<file path="src/hw/rtl/ir_log_ratio_normalize_defines.svh">
// Assertion helpers for the IR log-ratio linearizer.
`ifndef IR_LOG_RATIO_NORMALIZE_DEFINES_SVH
`define IR_LOG_RATIO_NORMALIZE_DEFINES_SVH

// Concurrent check on clk_i, off during reset.
`define IRLN_ASSERT(lbl, prop, msg) \
  lbl: assert property (@(posedge clk_i) disable iff (!rst_ni) prop) else $error(msg);

// Same-cycle implication.
`define IRLN_ASSERT_IMPL(lbl, ante, cons, msg) \
  `IRLN_ASSERT(lbl, (ante) |-> (cons), msg)

`endif

</file>
<file path="src/hw/rtl/irln_pkg.sv">
package irln_pkg;

  localparam int FULL_SCALE_DEF  = 4000;
  localparam int SAMPLE_BITS_DEF = 12;

  localparam int SPAN_W    = 16;
  localparam int MANT_W    = 32;
  localparam int LG_W      = 32;
  localparam int FRAC_BITS = 28;
  localparam int LN_W      = 20;
  localparam int NUM_W     = 33;
  localparam int Q_W       = 18;
  localparam int LEVEL_W   = 16;
  localparam int RND_BIT   = 43;
  localparam int RND_SHIFT = 44;

  localparam logic [LG_W-1:0]    LN2_Q32     = 32'hB17217F8;
  localparam logic [SPAN_W-1:0]  S_MIN       = 16'd2;
  localparam logic [LEVEL_W-1:0] LEVEL_MAX   = 16'd64000;
  localparam logic [12:0]        LEVEL_SCALE = 13'd6400;

  typedef struct packed {
    logic [MANT_W-1:0] m;
    logic [LG_W-1:0]   lg;
  } log_t;

  typedef struct packed {
    logic [LN_W-1:0]  r;
    logic [NUM_W-1:0] n;
    logic [LN_W-1:0]  den;
    logic [Q_W-1:0]   q;
  } div_t;

endpackage

</file>
<file path="src/hw/rtl/irln_log_cell.sv">
module irln_log_cell (
  input  logic            clk_i,
  input  irln_pkg::log_t  d_i,
  output irln_pkg::log_t  q_o
);

  logic [2*irln_pkg::MANT_W-1:0] sq;
  logic [irln_pkg::MANT_W:0]     t;
  irln_pkg::log_t                cell_d, cell_q;

  always_comb begin
    sq = d_i.m * d_i.m;
    t  = sq[2*irln_pkg::MANT_W-1:irln_pkg::MANT_W-1];
    if (t[irln_pkg::MANT_W]) begin
      cell_d.m  = t[irln_pkg::MANT_W:1];
      cell_d.lg = {d_i.lg[irln_pkg::LG_W-2:0], 1'b1};
    end else begin
      cell_d.m  = t[irln_pkg::MANT_W-1:0];
      cell_d.lg = {d_i.lg[irln_pkg::LG_W-2:0], 1'b0};
    end
  end

  always_ff @(posedge clk_i) begin
    cell_q <= cell_d;
  end

  assign q_o = cell_q;

endmodule

</file>
<file path="config.mk">
export PLATFORM = sky130hd
export DESIGN_NAME = irln_log_cell
export DESIGN_NICKNAME = d
export VERILOG_FILES = /design/src/hw/rtl/ir_log_ratio_normalize_defines.svh /design/src/hw/rtl/irln_pkg.sv /design/src/hw/rtl/irln_log_cell.sv
export SDC_FILE = /design/constraint.sdc
export NUM_CORES = 2
export LEC_CHECK = 0
export BUFFER_PORTS_ARGS = -buffer_cell sky130_fd_sc_hd__buf_2
export CAP_MARGIN = 20
export CORE_UTILIZATION = 60
export CTS_CLUSTER_SIZE = 8
export DETAILED_ROUTE_END_ITERATION = 8
export PLACE_DENSITY_LB_ADDON = 0.1
export SLEW_MARGIN = 10
export SYNTH_ARGS = -nofsm -noshare
export SYNTH_HDL_FRONTEND = slang
export SYNTH_SLANG_ARGS = --single-unit
</file>
<file path="constraint.sdc">
create_clock -name clk_i -period 22.4 [get_ports clk_i]
set_input_delay 3.36 -clock clk_i [delete_from_list [all_inputs] [get_ports clk_i]]
set_output_delay 3.36 -clock clk_i [all_outputs]
set_load 0.03 [all_outputs]
</file>
==> report_table.html <==
<table>
<tr><th>Metric</th><th>Value</th></tr>
<tr><th colspan="2">Setup path</th></tr>
<tr><td>Worst-path maximum fanout</td><td>31</td></tr>
<tr><td>Origin of the worst setup path</td><td>d_i[48]</td></tr>
<tr><td>CP required</td><td>22.62 ns</td></tr>
<tr><td>Critical path type</td><td>input port to flip-flop</td></tr>
<tr><td>Data arrival time of the worst path</td><td>between 10 and 15 ns</td></tr>
<tr><td>Worst Setup Start Kind</td><td>input port</td></tr>
<tr><td>CP Capture Type</td><td>flip-flop</td></tr>
<tr><th colspan="2">Route</th></tr>
<tr><td>Top Layer Used</td><td>met4</td></tr>
<tr><td>Total number of vias</td><td>21323</td></tr>
<tr><td>Met3 WL post-DR</td><td>about 4.4 mm</td></tr>
<tr><td>WL per Instance</td><td>19.67 µm</td></tr>
<tr><td>Post-detailed-route via-to-cell ratio</td><td>5.389</td></tr>
<tr><td>Final wirelength</td><td>77.82 mm</td></tr>
<tr><td>First-iteration detailed-routing DRC count</td><td>1023</td></tr>
<tr><td>Number of iterations in the first detailed-routing pass</td><td>5</td></tr>
<tr><td>Routed length on met1</td><td>29.72 mm</td></tr>
<tr><td>Met2 wire length</td><td>40.07 mm</td></tr>
<tr><td>Count of unresolved DRC violations after routing</td><td>0</td></tr>
<tr><td>Count of nets left with antenna violations after detail routing</td><td>0</td></tr>
<tr><th colspan="2">Global routing</th></tr>
<tr><td>First-pass GRT wire length</td><td>129.9 mm</td></tr>
<tr><td>Maximum number of pins on one net before global-route repair</td><td>42</td></tr>
<tr><td>Antenna violations before repair</td><td>1</td></tr>
<tr><td>Via count of the first global-routing pass</td><td>24994</td></tr>
<tr><td>Gr ovfl total</td><td>0</td></tr>
<tr><td>GRT Resource Usage Total</td><td>32.47%</td></tr>
<tr><th colspan="2">STA</th></tr>
<tr><td>Slew at the pin with the worst max-slew slack</td><td>1.091 ns</td></tr>
<tr><td>Achievable clock frequency</td><td>78.61 MHz</td></tr>
<tr><td>Relative slew slack</td><td>27.29%</td></tr>
<tr><td>Unrepaired setup endpoints after global routing</td><td>no</td></tr>
<tr><td>Final clock period utilization by the worst path</td><td>56.79%</td></tr>
<tr><td>Final Slew Violations</td><td>0</td></tr>
<tr><td>Number of hold violations in the final report</td><td>0</td></tr>
<tr><td>Total Negative Setup Slacks</td><td>0 ns</td></tr>
<tr><td>Final setup violation count</td><td>0</td></tr>
<tr><td>Final worst path period need</td><td>12.72 ns</td></tr>
<tr><th colspan="2">Synth</th></tr>
<tr><td>Number of enable-type register cells in the synthesized netlist</td><td>0</td></tr>
<tr><td>Fraction of synthesized cell area taken by the top area cell type</td><td>51.80%</td></tr>
<tr><td>Unique cell type count in the Yosys netlist</td><td>64</td></tr>
<tr><td>Number of warnings reported in the yosys synthesis log</td><td>0</td></tr>
<tr><td>Register area share after synthesis</td><td>4.191%</td></tr>
<tr><td>Share of flip-flops with an asynchronous set or reset after synthesis</td><td>0%</td></tr>
<tr><td>Combined area of all synthesized cells</td><td>30570 µm²</td></tr>
<tr><td>Main area contributors after synthesis</td><td>sky130_fd_sc_hd__fa_1 52%, sky130_fd_sc_hd__ha_1 12%, sky130_fd_sc_hd__inv_1 12%</td></tr>
<tr><td>Cell taking the most area after synthesis</td><td>sky130_fd_sc_hd__fa_1</td></tr>
<tr><td>Nets in the synthesized netlist</td><td>4391</td></tr>
<tr><td>Dominant cell by count in the synthesized netlist</td><td>sky130_fd_sc_hd__inv_1</td></tr>
<tr><td>Most used standard cells in the synthesized netlist</td><td>976 x sky130_fd_sc_hd__inv_1, 791 x sky130_fd_sc_hd__fa_1, 315 x sky130_fd_sc_hd__nand2_1</td></tr>
<tr><td>Mean instance size in the synthesized netlist</td><td>approximately 9.4 µm²</td></tr>
<tr><td>Synth Instances</td><td>3235</td></tr>
<tr><td>Register bit total from synthesis</td><td>64</td></tr>
<tr><td>Most used flip-flop cell after synthesis</td><td>sky130_fd_sc_hd__dfxtp_1</td></tr>
<tr><th colspan="2">Finish</th></tr>
<tr><td>Area delta synth-&gt;final</td><td>4.936%</td></tr>
<tr><td>Count of antenna diodes in the layout</td><td>0</td></tr>
<tr><td>Largest register FFs</td><td>64</td></tr>
<tr><td>Fraction of layout instances using a drive strength above 1</td><td>6.332%</td></tr>
<tr><td>Nets</td><td>4436</td></tr>
<tr><th colspan="2">Floorplan</th></tr>
<tr><td>Rows</td><td>82</td></tr>
<tr><td>Die Y-Extent</td><td>approximately 230 µm</td></tr>
<tr><td>Initial standard-cell utilization of the core</td><td>60.93%</td></tr>
<tr><td>Die ar.</td><td>51850 µm²</td></tr>
<tr><td>Core Footprint</td><td>50170 µm²</td></tr>
<tr><td>Boundary pin count</td><td>~130</td></tr>
<tr><td>Chip width</td><td>227.7 µm</td></tr>
<tr><th colspan="2">Worst hold path</th></tr>
<tr><td>Hold Path Depth</td><td>1</td></tr>
<tr><td>Worst Hold Launch</td><td>d_i[17]</td></tr>
<tr><td>Hold Crit Endpoint</td><td>q_o[18]</td></tr>
<tr><td>Path category of the worst min-delay check</td><td>input port to flip-flop</td></tr>
<tr><th colspan="2">Clock network</th></tr>
<tr><td>Clock transition at the registers of the reported paths</td><td>0.06 ns</td></tr>
<tr><td>TritonCTS clock tree</td><td>yes</td></tr>
<tr><td>Number of buffers inserted during clock tree synthesis</td><td>9</td></tr>
<tr><td>CTS Root Cell</td><td>sky130_fd_sc_hd__clkbuf_16</td></tr>
<tr><td>Count of instances resized after the clock tree is built</td><td>0</td></tr>
<tr><td>Clock sink count</td><td>64</td></tr>
<tr><td>Count of hold buffers inserted by post-cts repair</td><td>0</td></tr>
<tr><td>Post-CTS Setup Bufs</td><td>0</td></tr>
<tr><td>H-tree depth</td><td>3</td></tr>
<tr><td>Maximum count of clock buffers along a single path</td><td>2</td></tr>
<tr><th colspan="2">Place</th></tr>
<tr><td>Post-DP HPWL</td><td>between 60 and 70 mm</td></tr>
<tr><td>Count of port buffers added during placement</td><td>between 100 and 150</td></tr>
<tr><td>Routability Congestion</td><td>0.9931</td></tr>
<tr><th colspan="2">Run</th></tr>
<tr><td>Number of max-cap violations</td><td>0</td></tr>
<tr><th colspan="2">Outcome</th></tr>
<tr><td>Status</td><td>completed</td></tr>
</table>
-- final cells by class --
cell class                 count  area, µm²
timing repair buffer         148      793.3
multi-input combinational   2079      25190
inverter                     978       3671
clock buffer                  11      242.7
fill                        4227      18090
sequential                    64       1281
clock inverter                 5      56.30
tap                          672      840.8
-- through the flow --
stage	cells	utilization, %	area [µm²]	setup WS [ns]	hold WS, ns
after global routing	3957	63.94	32080	9.288	3.103
after CTS	3957	63.94	32080	9.868	3.107
after global placement	3941	63.34	31780	9.678	3.463
final	3957	63.94	32080	9.679	3.126
after floorplan	3235	-	30570	11.68	3.388
after detailed placement	3941	63.34	31780	9.535	3.464
-- worst max-delay path by stage --
| stage | endpoint | slack, ns | cells after the start |
|---|---|---|---|
| floorplan | q_o[36] | 11.68 | 28 |
| global placement | q_o[53] | 9.68 | 26 |
| detailed placement | q_o[53] | 9.53 | 26 |
| CTS | q_o[53] | 9.87 | 26 |
| global route | q_o[53] | 9.29 | 26 |
| finish | q_o[53] | 9.68 | 26 |
-- worst max-delay path: stages --
cell	delay [ns]
sky130_fd_sc_hd__buf_2	0.62
sky130_fd_sc_hd__clkinv_1	0.76
sky130_fd_sc_hd__nor2_1	0.44
sky130_fd_sc_hd__fa_1	0.51
sky130_fd_sc_hd__fa_1	0.54
sky130_fd_sc_hd__inv_1	0.05
sky130_fd_sc_hd__fa_1	0.45
sky130_fd_sc_hd__fa_1	0.55
sky130_fd_sc_hd__inv_1	0.06
sky130_fd_sc_hd__fa_1	0.45
sky130_fd_sc_hd__fa_1	0.45
sky130_fd_sc_hd__fa_1	0.54
sky130_fd_sc_hd__fa_1	0.43
sky130_fd_sc_hd__ha_1	0.36
sky130_fd_sc_hd__nand3_1	0.26
sky130_fd_sc_hd__nor3_1	0.42
sky130_fd_sc_hd__nand3_1	0.30
sky130_fd_sc_hd__a311oi_2	0.52
sky130_fd_sc_hd__nor3_2	0.18
sky130_fd_sc_hd__a31oi_1	0.30
sky130_fd_sc_hd__o21ai_1	0.17
sky130_fd_sc_hd__xor2_2	0.16
sky130_fd_sc_hd__buf_4	0.32
sky130_fd_sc_hd__inv_2	0.24
sky130_fd_sc_hd__mux2i_1	0.17
sky130_fd_sc_hd__a221oi_1	0.29
-- cells by family after synthesis --
logic type               count (synthesis)  synth area share [%]
AO/OA/AOI/OAI                          209                 4.568
XOR/XNOR                                78                 2.235
adder cells (fa/ha/maj)               1091                 64.08
buffers and inverters                 1092                 13.42
flip-flops                              64                 4.191
multiplexers                            18                0.6467
AND/OR/NAND/NOR                        683                 10.86
-- layout by cell type (no fill, tap or decap), types with 40 or more instances in the layout --
master / instances
sky130_fd_sc_hd__a21oi_1: 63
sky130_fd_sc_hd__and2_1: 227
sky130_fd_sc_hd__buf_2: 127
sky130_fd_sc_hd__dfxtp_1: 64
sky130_fd_sc_hd__fa_1: 791
sky130_fd_sc_hd__ha_1: 300
sky130_fd_sc_hd__inv_1: 976
sky130_fd_sc_hd__nand2_1: 315
sky130_fd_sc_hd__nor2_1: 62
sky130_fd_sc_hd__xnor2_1: 40
-- layer usage --
metal	track usage (%)	vias up
met5	0	-
met4	12.56	0
met3	4.100	196
met2	58.04	672
met1	39.99	10994
li1	-	9461
Power is not shown: default switching activity piles up to over one toggle a cycle in this logic, so the estimate is an artifact.
