==> src/hw/rtl/ir_log_ratio_normalize_defines.svh <==
// Assertion helpers for the IR log-ratio linearizer.
`ifndef IR_LOG_RATIO_NORMALIZE_DEFINES_SVH
`define IR_LOG_RATIO_NORMALIZE_DEFINES_SVH

// Concurrent check on clk_i, off during reset.
`define IRLN_ASSERT(lbl, prop, msg) \
  lbl: assert property (@(posedge clk_i) disable iff (!rst_ni) prop) else $error(msg);

// Same-cycle implication.
`define IRLN_ASSERT_IMPL(lbl, ante, cons, msg) \
  `IRLN_ASSERT(lbl, (ante) |-> (cons), msg)

`endif

==> src/hw/rtl/irln_pkg.sv <==
package irln_pkg;

  localparam int FULL_SCALE_DEF  = 4000;
  localparam int SAMPLE_BITS_DEF = 12;

  localparam int SPAN_W    = 16;
  localparam int MANT_W    = 32;
  localparam int LG_W      = 32;
  localparam int FRAC_BITS = 28;
  localparam int LN_W      = 20;
  localparam int NUM_W     = 33;
  localparam int Q_W       = 18;
  localparam int LEVEL_W   = 16;
  localparam int RND_BIT   = 43;
  localparam int RND_SHIFT = 44;

  localparam logic [LG_W-1:0]    LN2_Q32     = 32'hB17217F8;
  localparam logic [SPAN_W-1:0]  S_MIN       = 16'd2;
  localparam logic [LEVEL_W-1:0] LEVEL_MAX   = 16'd64000;
  localparam logic [12:0]        LEVEL_SCALE = 13'd6400;

  typedef struct packed {
    logic [MANT_W-1:0] m;
    logic [LG_W-1:0]   lg;
  } log_t;

  typedef struct packed {
    logic [LN_W-1:0]  r;
    logic [NUM_W-1:0] n;
    logic [LN_W-1:0]  den;
    logic [Q_W-1:0]   q;
  } div_t;

endpackage

==> src/hw/rtl/irln_div_cell.sv <==
module irln_div_cell #(
  parameter int BIT = 0
) (
  input  logic            clk_i,
  input  irln_pkg::div_t  d_i,
  output irln_pkg::div_t  q_o
);

  logic [irln_pkg::LN_W:0]   t;
  logic [irln_pkg::LN_W+1:0] diff;
  irln_pkg::div_t            cell_d, cell_q;

  always_comb begin
    t      = {d_i.r, d_i.n[BIT]};
    diff   = {1'b0, t} - {2'b00, d_i.den};
    cell_d = d_i;
    if (diff[irln_pkg::LN_W+1]) begin
      cell_d.r = t[irln_pkg::LN_W-1:0];
      cell_d.q = {d_i.q[irln_pkg::Q_W-2:0], 1'b0};
    end else begin
      cell_d.r = diff[irln_pkg::LN_W-1:0];
      cell_d.q = {d_i.q[irln_pkg::Q_W-2:0], 1'b1};
    end
  end

  always_ff @(posedge clk_i) begin
    cell_q <= cell_d;
  end

  assign q_o = cell_q;

endmodule

==> config.mk <==
export PLATFORM = sky130hd
export DESIGN_NAME = irln_div_cell
export DESIGN_NICKNAME = d
export VERILOG_FILES = /design/src/hw/rtl/ir_log_ratio_normalize_defines.svh /design/src/hw/rtl/irln_pkg.sv /design/src/hw/rtl/irln_div_cell.sv
export SDC_FILE = /design/constraint.sdc
export NUM_CORES = 1
export LEC_CHECK = 0
export BUFFER_PORTS_ARGS = -buffer_cell sky130_fd_sc_hd__clkbuf_2
export CORE_ASPECT_RATIO = 0.75
export CORE_MARGIN = 2
export CORE_UTILIZATION = 44
export CTS_CLUSTER_SIZE = 10
export DETAILED_ROUTE_END_ITERATION = 16
export GPL_TIMING_DRIVEN = 0
export PLACE_DENSITY = 0.78
export SETUP_SLACK_MARGIN = 0.15
export SLEW_MARGIN = 0
export SYNTH_ARGS = -nofsm -noshare
export SYNTH_HDL_FRONTEND = slang
export SYNTH_SLANG_ARGS = --single-unit
==> constraint.sdc <==
create_clock -name clk_i -period 3.1 [get_ports clk_i]
set_input_delay 0.155 -clock clk_i [delete_from_list [all_inputs] [get_ports clk_i]]
set_output_delay 0.155 -clock clk_i [all_outputs]
set_load 0.05 [all_outputs]
==> results of run 1 <==
[metal layers]
layer,track usage,routed length (um),vias up
li1,-,-,1594
met3,0.08685,804,28
met4,0.1066,320,0
met5,0,0,-
met1,0.3094,4636,1529
met2,0.4400,5244,146
[placed cells by master (no fill, tap or decap), types with 4 or more instances in the layout]
master and instances:
o21a_1 8, dfxtp_1 91, mux2_4 9, clkbuf_1 4, a21o_1 6, dlygate4sd3_1 70, nand3_1 6, clkbuf_2 183
and2_1 5, nor2_1 14, a21oi_1 15, xnor2_1 8, o21ai_0 9, o31ai_1 4, clkbuf_8 9, inv_1 21
mux2_2 7, nand2_1 11, nor3_1 5, o211ai_1 6, inv_6 4, ha_1 20
[report_power, final]
part           total (mW)  leakage, nW  internal (mW)  switching (mW)
clock network       0.827       0.0939          0.382           0.445
registers            1.30        0.768           1.27          0.0306
logic               0.978         1.83          0.335           0.642
total                3.11         2.69           1.99            1.12
[through the flow]
stage | hold WS [ns] | power (mW)
after floorplan | 0.1827 | 1.987
after global placement | 0.2574 | 2.199
after detailed placement | 0.2593 | 2.212
after CTS | 0.01476 | 3.098
after global routing | 0.01996 | 3.223
final | 0.02133 | 3.107
[critical path, stage by stage]
cell           delay, ns
dlygate4sd3_1       0.53
clkbuf_2            0.14
inv_1               0.05
ha_1                0.26
nor2b_1             0.29
o31ai_4             0.12
a2111oi_4           0.43
o31ai_4             0.16
o21a_1              0.21
buf_6               0.14
inv_6               0.09
buf_12              0.15
mux2_4              0.30
[logic make-up after synthesis]
group,Yosys count,synth area share
fa+ha+maj,21,0.07880
simple gates,57,0.08683
buf+inv,32,0.04451
flops,91,0.5312
compound gates,72,0.1594
mux,19,0.07114
xor+xnor,11,0.02809
[cell type report]
cell class              count  area [um^2]
repair buffers            251         1607
inverters                  22        87.58
fillers                   515         2059
plain buffers              10        67.56
multi-input cells         180         1464
well taps                 101        126.4
clock buffers              10        127.6
clock inverters             6        71.32
flip-flops and latches     91         1822
[worst max path at each step]
stage                       start         endpoint  slack [ns]
after floorplan           d_i[27]  q_o[77]$_DFF_P_        0.80
after global placement    d_i[27]  q_o[83]$_DFF_P_        0.47
after detailed placement  d_i[27]  q_o[77]$_DFF_P_        0.44
after CTS                 d_i[27]  q_o[77]$_DFF_P_        0.28
after global routing      d_i[19]  q_o[77]$_DFF_P_        0.20
final                     d_i[19]  q_o[77]$_DFF_P_        0.33
[timing repair]
item | CTS | global route
resized for setup | 0 | 5
setup endpoints to repair | 0 | 1
endpoints found under the hold margin | 70 | 0
hold buffers | 70 | 0
==> impl_results.md, run 1 <==
* DR vias at between 3,000 and 4,000
* Max Clk Rate at 360.6 MHz
* Vias in the first global route at about 3,300
* GRT Total Usage at 0.2613
* DR WL/cell at between 15 and 20 um
* Worst-Margin Slew at 0.6783 ns
* Clock Tree Buf Depth at 2
* Area growth, synth to finish at 56.66%
* Synth Net Count at approximately 420
* Register bit total from synthesis at 91
* DIE AREA at 8524 um^2
* Final Hold Fails at 0
* Slew headroom at 0.5406
* Antenna cells at 0
* CTS buffer count at 9
* Mean post-synth cell area at about 11 um^2
* Global route overflow at 0
* Instance count of the mapped netlist at approximately 300
* Final ANT Viol Nets at 0
* Share of cells above drive strength 1 at 0.3982
* Clk sink count at just over 90
* CTS tree: done
* Worst-path clk slew at 0.10 ns
* Yosys top cell area share at 0.5312
* Fin area at about 5400 um^2
* Post-DP HPWL at ~7200 um
* Flip-flop count of the largest register after layout at 91
* CP Launch Type: primary input
* Status: finished clean
* Pwr/cell area at between 500 and 600 nW/um^2
* Post-synth top area cell: dfxtp_1
* Synthesized area at between 3000 and 4000 um^2
* Port Buffer Count at 181
* Synth async-reset ratio at 0
* Post-CTS setup buffer count at 0
* Hold path startpoint: d_i[83]
* Setup TNS at 0 ns
* DR DRC count at 0
* Final std cells w/o fill at approximately 670
* Endpoints failing setup at 0
* DRT Wirelength at 11,010 um
* First-pass GRT wire length at about 17,000 um
* Required time worst endpoint at around 3.4 ns
* Die Y at 80.46 um
* Clock root buffer master: clkbuf_8
* Placed insts at between 500 and 600
* Tmin final at 2.773 ns
* Max cap viols at 0
* Initial cell density of the core at 0.4614
* Nets at a little under 700
* Critical Setup Path Class: in2reg
* Unrepaired setup endpoints after global routing: no
* Min-Delay Endpoint: q_o[84]$_DFF_P_
* Hold Path Class: in2reg
* WP data arrival at about 3.0 ns
* First drt pass iteration count at 4
* Synth cell count leaders: dfxtp_1, inv_1, ha_1
* Worst-path fanout max at 10
* Final worst slack at 0.3267 ns
* Initial antenna violation count at 0
* Max-slew violations at 0
* Die Span X at ~110 um
* Period utilization at 0.8946
* I/O pin count at roughly 180
* Top FF cell, synth: dfxtp_1
* Dpl ws at 0.4418 ns
* Hold Path Depth at 2
* Library cells used by synthesis at 49
* Iter 0 DRT Violations at between 150 and 200
* Via-to-Cell Ratio at ~4.9
* Max VDD drop at approximately 320 uV
* Rows at 27
* Synth Warn # at 0
* Core area at between 7000 and 8000 um^2
* Leakage at between 2 and 3 nW
* Post-synth EDFFs at 0
* Final core occ at 0.7229
* Crit. End Element: flop
* Ranking of synthesized cells by area: dfxtp_1, ha_1, mux2_4, inv_1, mux2_2
* GPL Wtd Cong at 0.8575
* Largest net degree at the start of global routing at 17
* CTS HTree Levels at 3
* Seq/Total Area, Yosys at 0.5312
* Dpl cell area at between 4000 and 5000 um^2
* Count leader, synth: dfxtp_1
Note: power is estimated with default switching activity, not from simulation.
==> inputs of run 2 (changes only) <==
- CAP_MARGIN: default -> 20
- CORE_UTILIZATION: 44 -> 46
- CTS_BUF_LIST: default -> sky130_fd_sc_hd__clkbuf_8
- GPL_TIMING_DRIVEN: 0 -> default
- PLACE_DENSITY: 0.78 -> 0.81
==> impl_results.md, run 2 (same netlist as run 1, synthesis figures left out) <==
* Status: finished clean
* Critical Setup Path Class: in2reg
* Most frequent cells in the layout: clkbuf_2, dfxtp_1, dlygate4sd3_1, inv_1, ha_1
* Worst-Margin Slew at between 0.6 and 0.7 ns
* CP Launch Type: primary input
* CTS buffer count at 9
* Die Y at about 79 um
* Clock Tree Buf Depth at 2
* Worst-path cell chain: dlygate4sd3_1, clkbuf_2, inv_1, ha_1, and4_4, nand2_2, a2111oi_4, o31ai_2, o21a_1, inv_6, mux2_2
* Final core occ at 0.7263
* DR WL/cell at 16.47 um
* Max incr delay on CP at roughly 0.55 ns
* Final Hold Fails at 0
* Global route overflow at 0
* Crit path launch: d_i[27]
* Vias in the first global route at roughly 3,300
* Tmin final at between 2 and 3 ns
* Period utilization at 0.8800
* Via-to-Cell Ratio at 4.902
* DIE AREA at between 8000 and 9000 um^2
* Die Span X at roughly 100 um
* Hold Path Class: in2reg
* Nets at 669
* Antenna cells at 0
* Slowest-stage cell, CP: dlygate4sd3_1
* Initial cell density of the core at 0.4700
* DR DRC count at 0
* Post-CTS setup buffer count at 0
* CTS tree: done
* Setup TNS at 0 ns
* Required time worst endpoint at 3.35 ns
* Unrepaired setup endpoints after global routing: no
* Pwr/cell area at roughly 580 nW/um^2
* Max VDD drop at between 200 and 300 uV
* Slew headroom at 0.5382
* Endpoints failing setup at 0
* Dpl cell area at between 4000 and 5000 um^2
* First drt pass iteration count at 4
* DRT Wirelength at 10,900 um
* Worst-path clk slew at ~0.1 ns
* Port Buffer Count at 181
* Leakage at 2.649 nW
* Fin area at ~5300 um^2
* GPL Wtd Cong at approximately 0.84
* Max cap viols at 0
* CTS HTree Levels at 3
* DR vias at 3,245
* Crit. End Element: flop
* Share of cells above drive strength 1 at 0.3975
* Flip-flop count of the largest register after layout at between 90 and 100
* Initial antenna violation count at 0
* Commonest non-fill, non-tap cell in the layout: clkbuf_2
* Setup crit end: q_o[74]$_DFF_P_
* I/O pin count at 183
* Clk sink count at between 90 and 100
* Max-slew violations at 0
* Max Clk Rate at ~370 MHz
* Post-DP HPWL at about 6900 um
* Core area at around 7300 um^2
* Worst-path fanout max at 15
* WP data arrival at about 3.0 ns
* GRT Total Usage at 0.2721
* Rows at 27
* Area growth, synth to finish at 54.54%
* Largest net degree at the start of global routing at 19
* First-pass GRT wire length at 17,140 um
* Iter 0 DRT Violations at about 130
* Clock root buffer master: clkbuf_8
* Final ANT Viol Nets at 0
[run 2: cell type report]
cell class              instances  area [um^2]
repair buffers                252         1614
fillers                       516         1997
clock inverters                 7        68.82
flip-flops and latches         91         1822
inverters                      22        87.58
clock buffers                   9        123.9
multi-input cells             180         1458
well taps                     101        126.4
[run 2: worst max-delay path: cells and delay by family]
family,cells,cell delay [ns]
compound gates,3,0.80
buf+inv,4,0.90
mux,1,0.36
simple gates,2,0.35
fa+ha+maj,1,0.42
[run 2: where the power goes]
part           leakage [nW]  internal [mW]  switching [mW]  total [mW]
combinational          1.79          0.329           0.637       0.966
sequential            0.768           1.27          0.0314        1.30
clock                0.0915          0.312           0.477       0.789
[run 2: routing by layer]
| layer | wire [um] | track usage | vias up |
|---|---|---|---|
| met5 | 0 | 0 | - |
| met4 | 306 | 0.1203 | 0 |
| met3 | 757 | 0.08785 | 26 |
| met2 | 5264 | 0.4642 | 142 |
| met1 | 4572 | 0.3179 | 1510 |
| li1 | - | - | 1567 |
[run 2: how the worst min path moves through the flow]
stage | from | endpoint | slack, ns | depth (start not counted)
global placement | d_i[55] | q_o[55]$_DFF_P_ | 0.26 | 1
floorplan | d_i[9] | q_o[10]$_DFF_P_ | 0.18 | 0
CTS | d_i[81] | q_o[82]$_DFF_P_ | 0.01 | 2
detailed placement | d_i[62] | q_o[62]$_DFF_P_ | 0.26 | 1
finish | d_i[88] | q_o[89]$_DFF_P_ | 0.03 | 2
global route | d_i[88] | q_o[89]$_DFF_P_ | 0.01 | 2
[run 2: per-stage QoR]
| stage | power (mW) | hold WS (ns) | instances | setup WS [ns] |
|---|---|---|---|---|
| 2_1_floorplan | 1.987 | 0.1827 | 303 | 0.8001 |
| 3_3_place_gp | 2.189 | 0.2584 | 576 | 0.4856 |
| 3_5_place_dp | 2.207 | 0.2589 | 576 | 0.4691 |
| 4_1_cts | 3.058 | 0.01142 | 662 | 0.2954 |
| 5_1_grt | 3.184 | 0.01352 | 662 | 0.2211 |
| 6_report | 3.058 | 0.02907 | 662 | 0.3721 |
[run 2: timing repair]
item | CTS | global route
resized for setup | 0 | 1
endpoints found under the setup margin | 0 | 4
hold buffers | 70 | 0
endpoints found under the hold margin | 70 | 0
